File: src/rtl/sm83_alu_pkg.sv
// ----------------------------------------------------------------------------
// sm83_alu_pkg
// Command codes, flag positions, adjust constants and the request and
// response beat types shared by the ALU, shift and bit unit.
// ----------------------------------------------------------------------------
package sm83_alu_pkg;

    localparam logic [4:0] CMD_ADD  = 5'd0;
    localparam logic [4:0] CMD_ADC  = 5'd1;
    localparam logic [4:0] CMD_SUB  = 5'd2;
    localparam logic [4:0] CMD_SBC  = 5'd3;
    localparam logic [4:0] CMD_AND  = 5'd4;
    localparam logic [4:0] CMD_OR   = 5'd5;
    localparam logic [4:0] CMD_XOR  = 5'd6;
    localparam logic [4:0] CMD_CP   = 5'd7;
    localparam logic [4:0] CMD_INC  = 5'd8;
    localparam logic [4:0] CMD_DEC  = 5'd9;
    localparam logic [4:0] CMD_SWAP = 5'd10;
    localparam logic [4:0] CMD_DAA  = 5'd11;
    localparam logic [4:0] CMD_CPL  = 5'd12;
    localparam logic [4:0] CMD_CCF  = 5'd13;
    localparam logic [4:0] CMD_SCF  = 5'd14;
    localparam logic [4:0] CMD_RLC  = 5'd15;
    localparam logic [4:0] CMD_RL   = 5'd16;
    localparam logic [4:0] CMD_RRC  = 5'd17;
    localparam logic [4:0] CMD_RR   = 5'd18;
    localparam logic [4:0] CMD_SLA  = 5'd19;
    localparam logic [4:0] CMD_SRA  = 5'd20;
    localparam logic [4:0] CMD_SRL  = 5'd21;
    localparam logic [4:0] CMD_BIT  = 5'd22;
    localparam logic [4:0] CMD_SET  = 5'd23;
    localparam logic [4:0] CMD_RES  = 5'd24;

    localparam int FLAG_Z = 3;
    localparam int FLAG_N = 2;
    localparam int FLAG_H = 1;
    localparam int FLAG_C = 0;

    localparam logic [7:0] DAA_LO_ADJ  = 8'h06;
    localparam logic [7:0] DAA_HI_ADJ  = 8'h60;
    localparam logic [7:0] DAA_HI_LIM  = 8'h99;
    localparam logic [7:0] NIBBLE_LO   = 8'h0F;
    localparam logic [7:0] NIBBLE_HI   = 8'hF0;
    localparam logic [3:0] DAA_LO_LIM  = 4'd9;

    typedef struct packed {
        logic [4:0]  command;
        logic [15:0] operand_a;
        logic [15:0] operand_b;
        logic [3:0]  bit_index;
        logic        wide;
        logic [3:0]  flags;
    } alu_req_t;

    typedef struct packed {
        logic [15:0] result;
        logic [3:0]  flags;
    } alu_rsp_t;

endpackage

File: src/rtl/sm83_alu_core.sv
// ----------------------------------------------------------------------------
// sm83_alu_core
// Arithmetic, logic, adjust, shift, rotate and bit datapath; one request
// beat in, one response beat out, no storage.
// ----------------------------------------------------------------------------
module sm83_alu_core
    import sm83_alu_pkg::*;
(
    input  alu_req_t req,
    output alu_rsp_t rsp
);

    always_comb
    begin
        logic        w;
        logic [15:0] a;
        logic [15:0] b;
        logic [7:0]  a8;
        logic [7:0]  b8;
        logic [3:0]  k;
        logic        z;
        logic        n;
        logic        h;
        logic        c;
        logic        cin;
        logic        top;
        logic        outb;
        logic        shift;
        logic [15:0] res;
        logic [16:0] s17;
        logic [12:0] s13;
        logic [8:0]  s9;
        logic [4:0]  s5;
        logic [7:0]  adj;

        w = req.wide & ((req.command == CMD_ADD) || (req.command == CMD_INC) ||
                        (req.command == CMD_DEC) || (req.command == CMD_SWAP) ||
                        (req.command >= CMD_RLC));
        a   = w ? req.operand_a : {8'h00, req.operand_a[7:0]};
        b   = w ? req.operand_b : {8'h00, req.operand_b[7:0]};
        a8  = a[7:0];
        b8  = b[7:0];
        k   = w ? req.bit_index : {1'b0, req.bit_index[2:0]};
        top = w ? a[15] : a[7];
        z   = req.flags[FLAG_Z];
        n   = req.flags[FLAG_N];
        h   = req.flags[FLAG_H];
        c   = req.flags[FLAG_C];
        cin = 1'b0;
        outb  = 1'b0;
        shift = 1'b0;
        res   = a;
        s17 = '0;
        s13 = '0;
        s9  = '0;
        s5  = '0;
        adj = '0;

        case (req.command)
            CMD_ADD:
            begin
                s17 = {1'b0, a} + {1'b0, b};
                n   = 1'b0;
                if (w)
                begin
                    s13 = {1'b0, a[11:0]} + {1'b0, b[11:0]};
                    h   = s13[12];
                    c   = s17[16];
                    res = s17[15:0];
                end
                else
                begin
                    s5  = {1'b0, a[3:0]} + {1'b0, b[3:0]};
                    h   = s5[4];
                    c   = s17[8];
                    res = {8'h00, s17[7:0]};
                    z   = (s17[7:0] == 8'h00);
                end
            end
            CMD_ADC:
            begin
                s9  = {1'b0, a8} + {1'b0, b8} + {8'h00, c};
                s5  = {1'b0, a8[3:0]} + {1'b0, b8[3:0]} + {4'h0, c};
                h   = s5[4];
                c   = s9[8];
                n   = 1'b0;
                res = {8'h00, s9[7:0]};
                z   = (s9[7:0] == 8'h00);
            end
            CMD_SUB, CMD_SBC, CMD_CP:
            begin
                cin = (req.command == CMD_SBC) ? c : 1'b0;
                s9  = {1'b0, a8} - {1'b0, b8} - {8'h00, cin};
                s5  = {1'b0, a8[3:0]} - {1'b0, b8[3:0]} - {4'h0, cin};
                h   = s5[4];
                c   = s9[8];
                z   = (s9[7:0] == 8'h00);
                n   = 1'b1;
                res = (req.command == CMD_CP) ? a : {8'h00, s9[7:0]};
            end
            CMD_AND:
            begin
                res = {8'h00, a8 & b8};
                z = (res == 16'h0000); n = 1'b0; h = 1'b1; c = 1'b0;
            end
            CMD_OR:
            begin
                res = {8'h00, a8 | b8};
                z = (res == 16'h0000); n = 1'b0; h = 1'b0; c = 1'b0;
            end
            CMD_XOR:
            begin
                res = {8'h00, a8 ^ b8};
                z = (res == 16'h0000); n = 1'b0; h = 1'b0; c = 1'b0;
            end
            CMD_INC:
            begin
                res = w ? (a + 16'h0001) : {8'h00, a8 + 8'h01};
                if (!w)
                begin
                    z = (res == 16'h0000); n = 1'b0; h = ((a8 & NIBBLE_LO) == NIBBLE_LO);
                end
            end
            CMD_DEC:
            begin
                res = w ? (a - 16'h0001) : {8'h00, a8 - 8'h01};
                if (!w)
                begin
                    z = (res == 16'h0000); n = 1'b1; h = ((a8 & NIBBLE_LO) == 8'h00);
                end
            end
            CMD_SWAP:
            begin
                res = w ? {a[7:0], a[15:8]} : {8'h00, a8[3:0], a8[7:4]};
                z = (res == 16'h0000); n = 1'b0; h = 1'b0; c = 1'b0;
            end
            CMD_DAA:
            begin
                adj = 8'h00;
                if (!n)
                begin
                    if (c || (a8 > DAA_HI_LIM))
                    begin
                        adj = adj | DAA_HI_ADJ;
                        c   = 1'b1;
                    end
                    if (h || (a8[3:0] > DAA_LO_LIM))
                        adj = adj | DAA_LO_ADJ;
                    res = {8'h00, a8 + adj};
                end
                else
                begin
                    if (c)
                        adj = adj | DAA_HI_ADJ;
                    if (h)
                        adj = adj | DAA_LO_ADJ;
                    res = {8'h00, a8 - adj};
                end
                z = (res == 16'h0000); h = 1'b0;
            end
            CMD_CPL:
            begin
                res = {8'h00, ~a8}; n = 1'b1; h = 1'b1;
            end
            CMD_CCF:
            begin
                n = 1'b0; h = 1'b0; c = ~c;
            end
            CMD_SCF:
            begin
                n = 1'b0; h = 1'b0; c = 1'b1;
            end
            CMD_RLC:
            begin
                outb = top; shift = 1'b1;
                res  = w ? {a[14:0], a[15]} : {8'h00, a8[6:0], a8[7]};
            end
            CMD_RL:
            begin
                outb = top; shift = 1'b1;
                res  = w ? {a[14:0], c} : {8'h00, a8[6:0], c};
            end
            CMD_RRC:
            begin
                outb = a[0]; shift = 1'b1;
                res  = w ? {a[0], a[15:1]} : {8'h00, a8[0], a8[7:1]};
            end
            CMD_RR:
            begin
                outb = a[0]; shift = 1'b1;
                res  = w ? {c, a[15:1]} : {8'h00, c, a8[7:1]};
            end
            CMD_SLA:
            begin
                outb = top; shift = 1'b1;
                res  = w ? {a[14:0], 1'b0} : {8'h00, a8[6:0], 1'b0};
            end
            CMD_SRA:
            begin
                outb = a[0]; shift = 1'b1;
                res  = w ? {a[15], a[15:1]} : {8'h00, a8[7], a8[7:1]};
            end
            CMD_SRL:
            begin
                outb = a[0]; shift = 1'b1;
                res  = {1'b0, a[15:1]};
            end
            CMD_BIT:
            begin
                z = ~a[k]; n = 1'b0; h = 1'b1;
            end
            CMD_SET:
            begin
                res = a | (16'h0001 << k);
            end
            CMD_RES:
            begin
                res = a & ~(16'h0001 << k);
            end
            default:
            begin
                res = a;
            end
        endcase

        if (shift)
        begin
            z = (res == 16'h0000); n = 1'b0; h = 1'b0; c = outb;
        end

        rsp.result = res;
        rsp.flags  = {z, n, h, c};
    end

endmodule

File: src/rtl/sm83_alu_shift_bit_unit.sv
// ----------------------------------------------------------------------------
// sm83_alu_shift_bit_unit
// Execute unit for arithmetic, logic, decimal adjust, shift, rotate and bit
// commands with registered input and registered result.
// ----------------------------------------------------------------------------
// One command is accepted in every cycle: busy stays low, since the
// receiver cannot stall and nothing inside the unit ever backs up. Each
// accepted beat shows up on result and flags_out, marked by done for one
// cycle: the input register takes the beat, then the datapath loads the
// result register, and done is registered alongside it. Results come out
// in command order, one per command.
// ----------------------------------------------------------------------------
module sm83_alu_shift_bit_unit
    import sm83_alu_pkg::*;
(
    input  logic        clk,
    input  logic        rst_n,
    input  logic        start,
    output logic        busy,
    input  logic [4:0]  command,
    input  logic [15:0] operand_a,
    input  logic [15:0] operand_b,
    input  logic [3:0]  bit_index,
    input  logic        wide,
    input  logic [3:0]  flags_in,
    output logic        done,
    output logic [15:0] result,
    output logic [3:0]  flags_out
);

    logic     issue_reg;
    logic     issue_next;
    alu_req_t req_reg;
    alu_req_t req_next;
    logic     done_reg;
    alu_rsp_t rsp_reg;
    alu_rsp_t rsp_next;

    assign busy       = 1'b0;
    assign issue_next = start & ~busy;

    always_comb
    begin
        req_next.command   = command;
        req_next.operand_a = operand_a;
        req_next.operand_b = operand_b;
        req_next.bit_index = bit_index;
        req_next.wide      = wide;
        req_next.flags     = flags_in;
    end

    sm83_alu_core u_core
    (
        .req (req_reg),
        .rsp (rsp_next)
    );

    always_ff @(posedge clk or negedge rst_n)
    begin
        if (!rst_n)
        begin
            issue_reg <= 1'b0;
            done_reg  <= 1'b0;
        end
        else
        begin
            issue_reg <= issue_next;
            done_reg  <= issue_reg;
        end
    end

    always_ff @(posedge clk)
    begin
        if (issue_next)
            req_reg <= req_next;
        if (issue_reg)
            rsp_reg <= rsp_next;
    end

    assign done      = done_reg;
    assign result    = rsp_reg.result;
    assign flags_out = rsp_reg.flags;

    a_issue_to_done: assert property (@(posedge clk) disable iff (!rst_n)
        (start && !busy) |-> ##2 done)
        else $error("accepted beat did not produce a result");

    a_done_has_issue: assert property (@(posedge clk) disable iff (!rst_n)
        done |-> $past(issue_reg))
        else $error("result strobe without an accepted beat");

    a_cp_keeps_a: assert property (@(posedge clk) disable iff (!rst_n)
        (issue_reg && req_reg.command == CMD_CP) |=>
            (result == {8'h00, $past(req_reg.operand_a[7:0])}))
        else $error("compare changed the operand");

    a_narrow_high_zero: assert property (@(posedge clk) disable iff (!rst_n)
        (issue_reg && !req_reg.wide) |=> (result[15:8] == 8'h00))
        else $error("narrow command left a nonzero high byte");

endmodule

File: config.mk
export PLATFORM = sky130hd
export DESIGN_NAME = sm83_alu_shift_bit_unit
export DESIGN_NICKNAME = d
export VERILOG_FILES = /design/src/rtl/sm83_alu_pkg.sv /design/src/rtl/sm83_alu_core.sv /design/src/rtl/sm83_alu_shift_bit_unit.sv
export SDC_FILE = /design/constraint.sdc
export NUM_CORES = 1
export LEC_CHECK = 0
export BUFFER_PORTS_ARGS = -buffer_cell sky130_fd_sc_hd__buf_2
export CORE_MARGIN = 2
export CORE_UTILIZATION = 49
export DETAILED_ROUTE_END_ITERATION = 6
export PLACE_DENSITY = 0.68
export SLEW_MARGIN = 15
export SYNTH_ARGS = -nofsm -noshare
export SYNTH_HDL_FRONTEND = slang
export SYNTH_HIERARCHICAL = 1
export SYNTH_SLANG_ARGS = --single-unit
File: constraint.sdc
create_clock -name clk -period 13.2 [get_ports clk]
set_input_delay 1.32 -clock clk [delete_from_list [all_inputs] [get_ports clk]]
set_output_delay 1.32 -clock clk [all_outputs]
set_load 0.1 [all_outputs]
## Yosys cells after proc, flatten, opt, wreduce, memory -nomap -nowiden

Cells that the tools add are included.

| storage, ports and cells | value |
|---|---|
| bits in registers | 68 |
| output and inout bits | 22 |
| word-level logic and storage cells | 143 |

| operators by class | value |
|---|---|
| add/sub/neg operators | 16 |
| magnitude comparators | 4 |
| equal/unequal tests | 25 |
| shifts and indexed selects | 1 |
| muxes and demuxes | 48 |
| bitwise operators | 10 |
| reduce and logical (&&, ||, !) cells | 28 |

Operator list:

| operator | number |
|---|---|
| 16-bit one-hot mux with 20 select lines | 1 |
| 16-bit two-way mux | 14 |
| 16-bit zero test | 5 |
| 8-bit zero test | 7 |
| 5-bit equality test, second input constant | 9 |
| 5-bit by 4-bit equality test with 1-bit output, second input constant | 8 |
| 8-bit two-way mux | 5 |
| 5-bit by 3-bit equality test with 1-bit output, second input constant | 4 |
| 16-bit by 16-bit adder with 17-bit output | 1 |
| 1-bit two-way mux | 17 |
| 16-bit by 1-bit adder with 16-bit output, second input constant | 1 |
| 16-bit AND | 1 |
| 16-bit NOT | 1 |
| 16-bit OR | 1 |
| 1-bit by 4-bit << shifter with 16-bit output, first input constant | 1 |
| 16-bit by 1-bit subtractor with 16-bit output, second input constant | 1 |
| 7-bit two-way mux | 2 |
| 1-bit one-hot mux with 7 select lines | 2 |
| 12-bit by 12-bit adder with 13-bit output | 1 |
| 4-bit OR reduction | 3 |
| 1-bit one-hot mux with 11 select lines | 1 |
| 5-bit by 2-bit equality test with 1-bit output, second input constant | 2 |
| 8-bit by 8-bit adder with 9-bit output | 1 |
| 9-bit by 1-bit adder with 9-bit output | 1 |
| 33 further kinds | 42 |

## Longest topological paths before layout

Gate-level depths: netlist of the first run.

| depth | value |
|---|---|
| word-level depth | 19 |
| gate-level depth with buffers | 23 |
| gate-level depth less buffers | 20 |

## By module

Netlist of the first run, hierarchy kept.

Modules (own cells, without submodules):

| module | instances | cells an instance | area an instance (µm²) | sequential area each (µm²) |
|---|---|---|---|---|
| sm83_alu_core | 1 | 924 | 5992.0 | 0.0 |
| sm83_alu_shift_bit_unit | 1 | 70 | 2043.2 | 2031.9 |

## Worst setup path before layout of the first run

Ideal clock, no wire load.

| timing | value |
|---|---|
| path type | register -> register |
| start | register req_reg[26] in the netlist's numbering |
| end | register rsp_reg, in the netlist flags_out[3], data pin |
| setup time | 145 ps |
| arrival time | 4394 ps |
| path slack | 8661 ps |
| stages on the path, launching flop included | 22 |
| buffers on the path | 3 |
| period minus slack after synthesis | 4539 ps |
| cell sequence | edfxtp_1 clkbuf_1 clkbuf_1 inv_1 ha_1 buf_2 nor2_1 o21ai_0 o21ai_0 a21oi_1 ha_1 a21o_1 ha_1 or2_2 o22ai_1 xor2_1 o221ai_1 or4_1 o31a_1 a211oi_2 nand4_1 o21ai_1 |

RTL lines:

| element | line | source |
|---|---|---|
| start, declared | sm83_alu_shift_bit_unit.sv:33 | `alu_req_t req_reg;` |
| start signal, assigned | sm83_alu_shift_bit_unit.sv:75 | `req_reg <= req_next;` |
| end signal, assigned | sm83_alu_shift_bit_unit.sv:77 | `rsp_reg <= rsp_next;` |
| end, declared | sm83_alu_shift_bit_unit.sv:36 | `alu_rsp_t rsp_reg;` |

==> flow_summary.ini, run 1 <==
[outcome]
status = completed

[sta]
drv_slew = 0
finClkSkew_ns = 0.01017
setup_tns_ns = 0
min_period_over_period_pct = 38.92
rsz0062_at_grt = false
fmax_ghz = 0.1946
maxSlewHeadroom_pct = 18.33
period_minus_slack_ns = 5.137
tightest_slew_ns = 1.217
final-hold-violation-count = 0
setup_viol = 0

[detailed_routing]
ant_nets = 0
route.vias.total = 8741
post_drt_wl_per_cell_um = 26.96
route.detailed.drc = 0
drtIter0Drc = 1464
viasPerCell = 7.078
routed_wirelength_um = 33300
firstDrtPassIters = 7

[floorplanning]
start_util_pct = 50.40
pin_count = 71
rows = 46
die_y_um = 132.1
die_w_um = 132.1
coreArea_um2 = 15940
die_area_um2 = 17440

[worst_setup_path]
endpoint_kind = flop
r2r_start = req_reg[26]
r2r_cells = 19
required_ns = 13.40
crit_path_start = req_reg[26]
critPathMaxFanout = 24
start_kind = flop
arrival_ns = 5.33
path_class = flop to flop

[grt]
antenna_found_initial = 1
overflow = 0
grt_max_degree = 52
grt_pass1_vias = 8029
grt_first_pass_wirelength_um = 49290
grtUsageTotal_pct = 37.54

[clock_tree]
worstSkewPairLatency_ns = 0.35
clk_pin_slew_worst_paths_ns = 0.06
root_buffer = clkbuf_16
hold_buffers = 0
cts_setup_buffers = 0
ctsResizeCount = 0
cts_max_path_buffers = 2
htree_levels = 3
cts_buffers = 9
tritoncts = yes
cts_sinks = 68

[synthesis]
synthesis.nets = 1098
synth_top_area_share_pct = 24.67
synth_common_cells = nand2_1, nor2_1, a21oi_1, edfxtp_1, ha_1
synth_edf_count = 66
synth_cell_type_count = 87
ys_ff_latch = 68
ys_seq_area_share_pct = 25.29
syn_area_per_cell_um2 = 8.084
dominantRegCellSynth = edfxtp_1
synthCells = 994
synth_most_common_cell = nand2_1
synthArstFlopShare_pct = 2.941
synth_area_leaders = edfxtp_1, ha_1, a21oi_1
synth_largest_area_cell = edfxtp_1
ys_warn_count = 6
syn-cell-area_um2 = 8035

[flow_run]
maxCapViolations = 0

[finish]
design_area_um2 = 8727
fill_cells = 1547
drive_above_1_share_pct = 12.95
multi_input_area_um2 = 5503
antenna_cells = 0
largest_register_ffs = 46
nNetsFinal = 1118
final-seq-area_um2 = 2032
syn2layout_area_growth_pct = 8.611

[placed_design]
dp_hpwl_um = 23740
port_buffers = 69
placed_cell_area_um2 = 8436
globalplace.congestion = 1.037

[hold_path]
worstHoldPathType = input pin to asynchronous set/reset pin

[power_and_ir_drop]
p_leak_nw = 3.309
ir_worst_vdd_mv = 0.08337
p_per_area_nw_per_um2 = 117.2
-- critical path, stage by stage, from the launching register on --
cell,delay [ns]
edfxtp_1,0.36
buf_4,0.28
inv_1,0.34
ha_1,0.43
nor2_1,0.08
o21ai_0,0.20
o21ai_0,0.10
a21oi_1,0.30
ha_1,0.29
a21o_1,0.18
ha_1,0.20
or2_2,0.30
o22ai_1,0.16
xor2_1,0.33
o221ai_1,0.25
or4_1,0.50
o31a_1,0.16
a211oi_2,0.23
nand4_1,0.12
o21ai_1,0.17
-- stage by stage --
stage	instances	power, mW	util [%]	setup slack (ns)	hold slack [ns]
finish	1235	1.023	54.74	8.063	0.7390
global route	1235	1.060	54.74	7.859	0.7360
CTS	1235	1.008	54.74	8.212	0.7334
detailed placement	1219	0.7611	52.91	8.254	0.8683
global placement	1219	0.7634	52.91	8.288	0.8849
floorplan	994	0.6296	-	8.661	0.7433
-- path summary, 6_finish.rpt --
kind                                 to  slack (ns)
hold reg to reg                    done        0.87
setup reg to reg           flags_out[3]        8.06
hold / removal                     done        0.74
max in group asynchronous     issue_reg       12.36
setup / recovery           flags_out[3]        8.06
min in group clk                   done        0.87
-- report_power, final --
part           leakage [nW]  total, mW  switching (mW)  internal, mW
logic                  2.50      0.487           0.342         0.145
clock network         0.137      0.244          0.0985         0.145
registers             0.668      0.293          0.0281         0.265
-- kinds of logic after synthesis --
logic type      Yosys count  synth area share, %
buf+inv                 119                6.291
other cells               1              0.04667
fa+ha+maj                55                9.032
xor+xnor                 47                5.123
mux                      17                2.959
flops                    68                25.29
compound gates          320                27.83
simple gates            367                23.43
-- cell usage in the layout, fill, tap and decap left out, types with 6 or more instances in the layout --
cell and instances:
nand2_1 85, nor2_1 77, buf_2 69, edfxtp_1 66
a21oi_1 66, ha_1 50, o21ai_0 49, inv_1 39
nor3_1 34, nand3_1 33, xnor2_1 26, a31oi_1 24
xor2_1 21, nor4_1 19, and3_1 19, o22ai_1 18
buf_4 17, nor2b_1 14, nand2b_1 14, nand4_1 13
a211oi_1 13, o21a_1 12, a21o_1 12, o2111ai_1 12
and2_1 10, or3_1 10, clkbuf_16 9, a221oi_1 9
mux2i_1 8, o221ai_1 8, o21ai_1 7, nor3b_1 7
a22o_1 7, o31ai_1 7, o211ai_1 7, a2111oi_0 6
o221a_2 6, a22oi_1 6
-- routing by layer --
metal  GRT usage [%]  share of wire [%]
met1           51.67                 40
met2           51.77                 40
met4           17.63                4.4
met5               0              0.039
met3           14.03                 16
-- area by class of cell --
| cell class | count | share of cell area [%] |
|---|---|---|
| clock buffer | 9 | 2.581 |
| clock inverter | 7 | 0.7599 |
| multi-input combinational | 807 | 63.05 |
| sequential | 68 | 23.28 |
| inverter | 42 | 1.806 |
| timing repair buffer | 86 | 5.419 |
| tap | 216 | 3.097 |
(Power assumes the default switching activity.)
==> run 2, diff against run 1 <==
==> constraint.sdc (replaced) <==
create_clock -name clk -period 5.25 [get_ports clk]
set_input_delay 0.525 -clock clk [delete_from_list [all_inputs] [get_ports clk]]
set_output_delay 0.525 -clock clk [all_outputs]
set_load 0.1 [all_outputs]
==> flow_summary.ini, run 2 (same netlist as run 1, synthesis figures left out) <==
[outcome]
status = completed

[worst_setup_path]
required_ns = 5.45
r2r_start = req_reg[25]
crit_path_start = req_reg[25]
r2r_end = flags_out[3]
start_kind = flop
endpoint_kind = flop
r2r_cells = 18
r2r_slack_ns = 0.66
arrival_ns = 4.78
path_class = flop to flop
critPathMaxFanout = 9

[clock_tree]
cts_buffers = 9
cts_setup_buffers = 0
clk_pin_slew_worst_paths_ns = 0.06
worstSkewPairLatency_ns = 0.35
hold_buffers = 1
htree_levels = 3
cts_max_path_buffers = 2
tritoncts = yes
root_buffer = clkbuf_16
ctsResizeCount = 0
cts_sinks = 68

[detailed_routing]
viasPerCell = 7.151
firstDrtPassIters = 6
route.detailed.drc = 0
post_drt_wl_per_cell_um = 27.74
drtIter0Drc = 1379
ant_nets = 0
route.vias.total = 8996
routed_wirelength_um = 34900

[sta]
maxSlewHeadroom_pct = 34.08
final-hold-violation-count = 0
period_minus_slack_ns = 4.586
setup_viol = 0
tightest_slew_ns = 0.9812
finClkSkew_ns = 0.009983
setup_tns_ns = 0
drv_slew = 0
min_period_over_period_pct = 87.35
fmax_ghz = 0.2181
rsz0062_at_grt = false
setup_ws_ns = 0.6642

[placed_design]
globalplace.congestion = 1.035
post-place-ws_ns = 0.7868
port_buffers = 69
dp_hpwl_um = 25630
place_inst = 1241

[floorplanning]
start_util_pct = 50.40
die_area_um2 = 17440
pin_count = 71
coreArea_um2 = 15940
die_w_um = 132.1
rows = 46
die_y_um = 132.1

[hold_path]
worstHoldPathType = input pin to flop
min_from = bit_index[2]
hold_path_depth = 1
holdPathEnd = req_reg[7]

[finish]
final_common_cell = nand2_1
final_cell_mix = nand2_1, nor2_1, buf_2
nNetsFinal = 1141
fin_cells = 1258
syn2layout_area_growth_pct = 10.60
antenna_cells = 0
fill_cells = 1511
largest_register_ffs = 46
fin_util_pct = 55.74
drive_above_1_share_pct = 14.88

[power_and_ir_drop]
ir_worst_vdd_mv = 0.2104
p_per_area_nw_per_um2 = 289.3
p_leak_nw = 3.420
finalPower_mw = 2.571

[grt]
antenna_found_initial = 0
overflow = 0
grt_pass1_vias = 8174
grt_max_degree = 48
grtUsageTotal_pct = 39.56
grt_first_pass_wirelength_um = 51750

[flow_run]
maxCapViolations = 0
[run 2: where the power goes]
part | internal, mW | leakage, nW | switching, mW
sequential | 0.665 | 0.668 | 0.0597
clock | 0.332 | 0.138 | 0.253
combinational | 0.381 | 2.61 | 0.880
total | 1.38 | 3.42 | 1.19
[run 2: worst max-delay path by stage]
stage / end / slack, ns
finish: flags_out[3] / 0.66
global route: flags_out[3] / 0.44
CTS: flags_out[3] / 0.75
detailed placement: flags_out[3] / 0.79
global placement: flags_out[3] / 0.91
floorplan: flags_out[3] / 0.71
[run 2: per-stage QoR]
step           hold slack, ns  cell area [um^2]
6_report               0.3482              8887
5_1_grt                0.3409              8887
4_1_cts                0.3460              8885
3_5_place_dp           0.3122              8596
3_3_place_gp           0.3095              8596
2_1_floorplan          0.2294              8035
[run 2: per-layer routing]
metal | GRT usage [%] | part of all wire (%)
met2 | 55.61 | 40
met4 | 16.30 | 4.6
met3 | 12.84 | 14
met5 | 0 | 0
met1 | 55.67 | 41
[run 2: final cells by class]
| cell class | count | area [um^2] | area share, % |
|---|---|---|---|
| clock inverters | 6 | 40.04 | 0.4505 |
| clock buffers | 10 | 239.0 | 2.689 |
| repair buffers | 109 | 650.6 | 7.321 |
| inverters | 42 | 157.7 | 1.774 |
| well taps | 216 | 270.3 | 3.041 |
| flip-flops and latches | 68 | 2032 | 22.86 |
| multi-input cells | 807 | 5498 | 61.86 |
[run 2: critical path: stages, from the launching register on]
cell	delay (ns)
edfxtp_1	0.38
inv_1	0.22
ha_1	0.40
nor2_1	0.08
o21ai_0	0.19
o21ai_0	0.10
a21oi_1	0.29
ha_1	0.29
a21o_1	0.18
ha_1	0.20
or2_2	0.30
o22ai_1	0.14
xor2_1	0.25
o221ai_1	0.20
or4_1	0.50
o31a_1	0.20
a211oi_2	0.25
nand4_1	0.11
o21ai_1	0.14
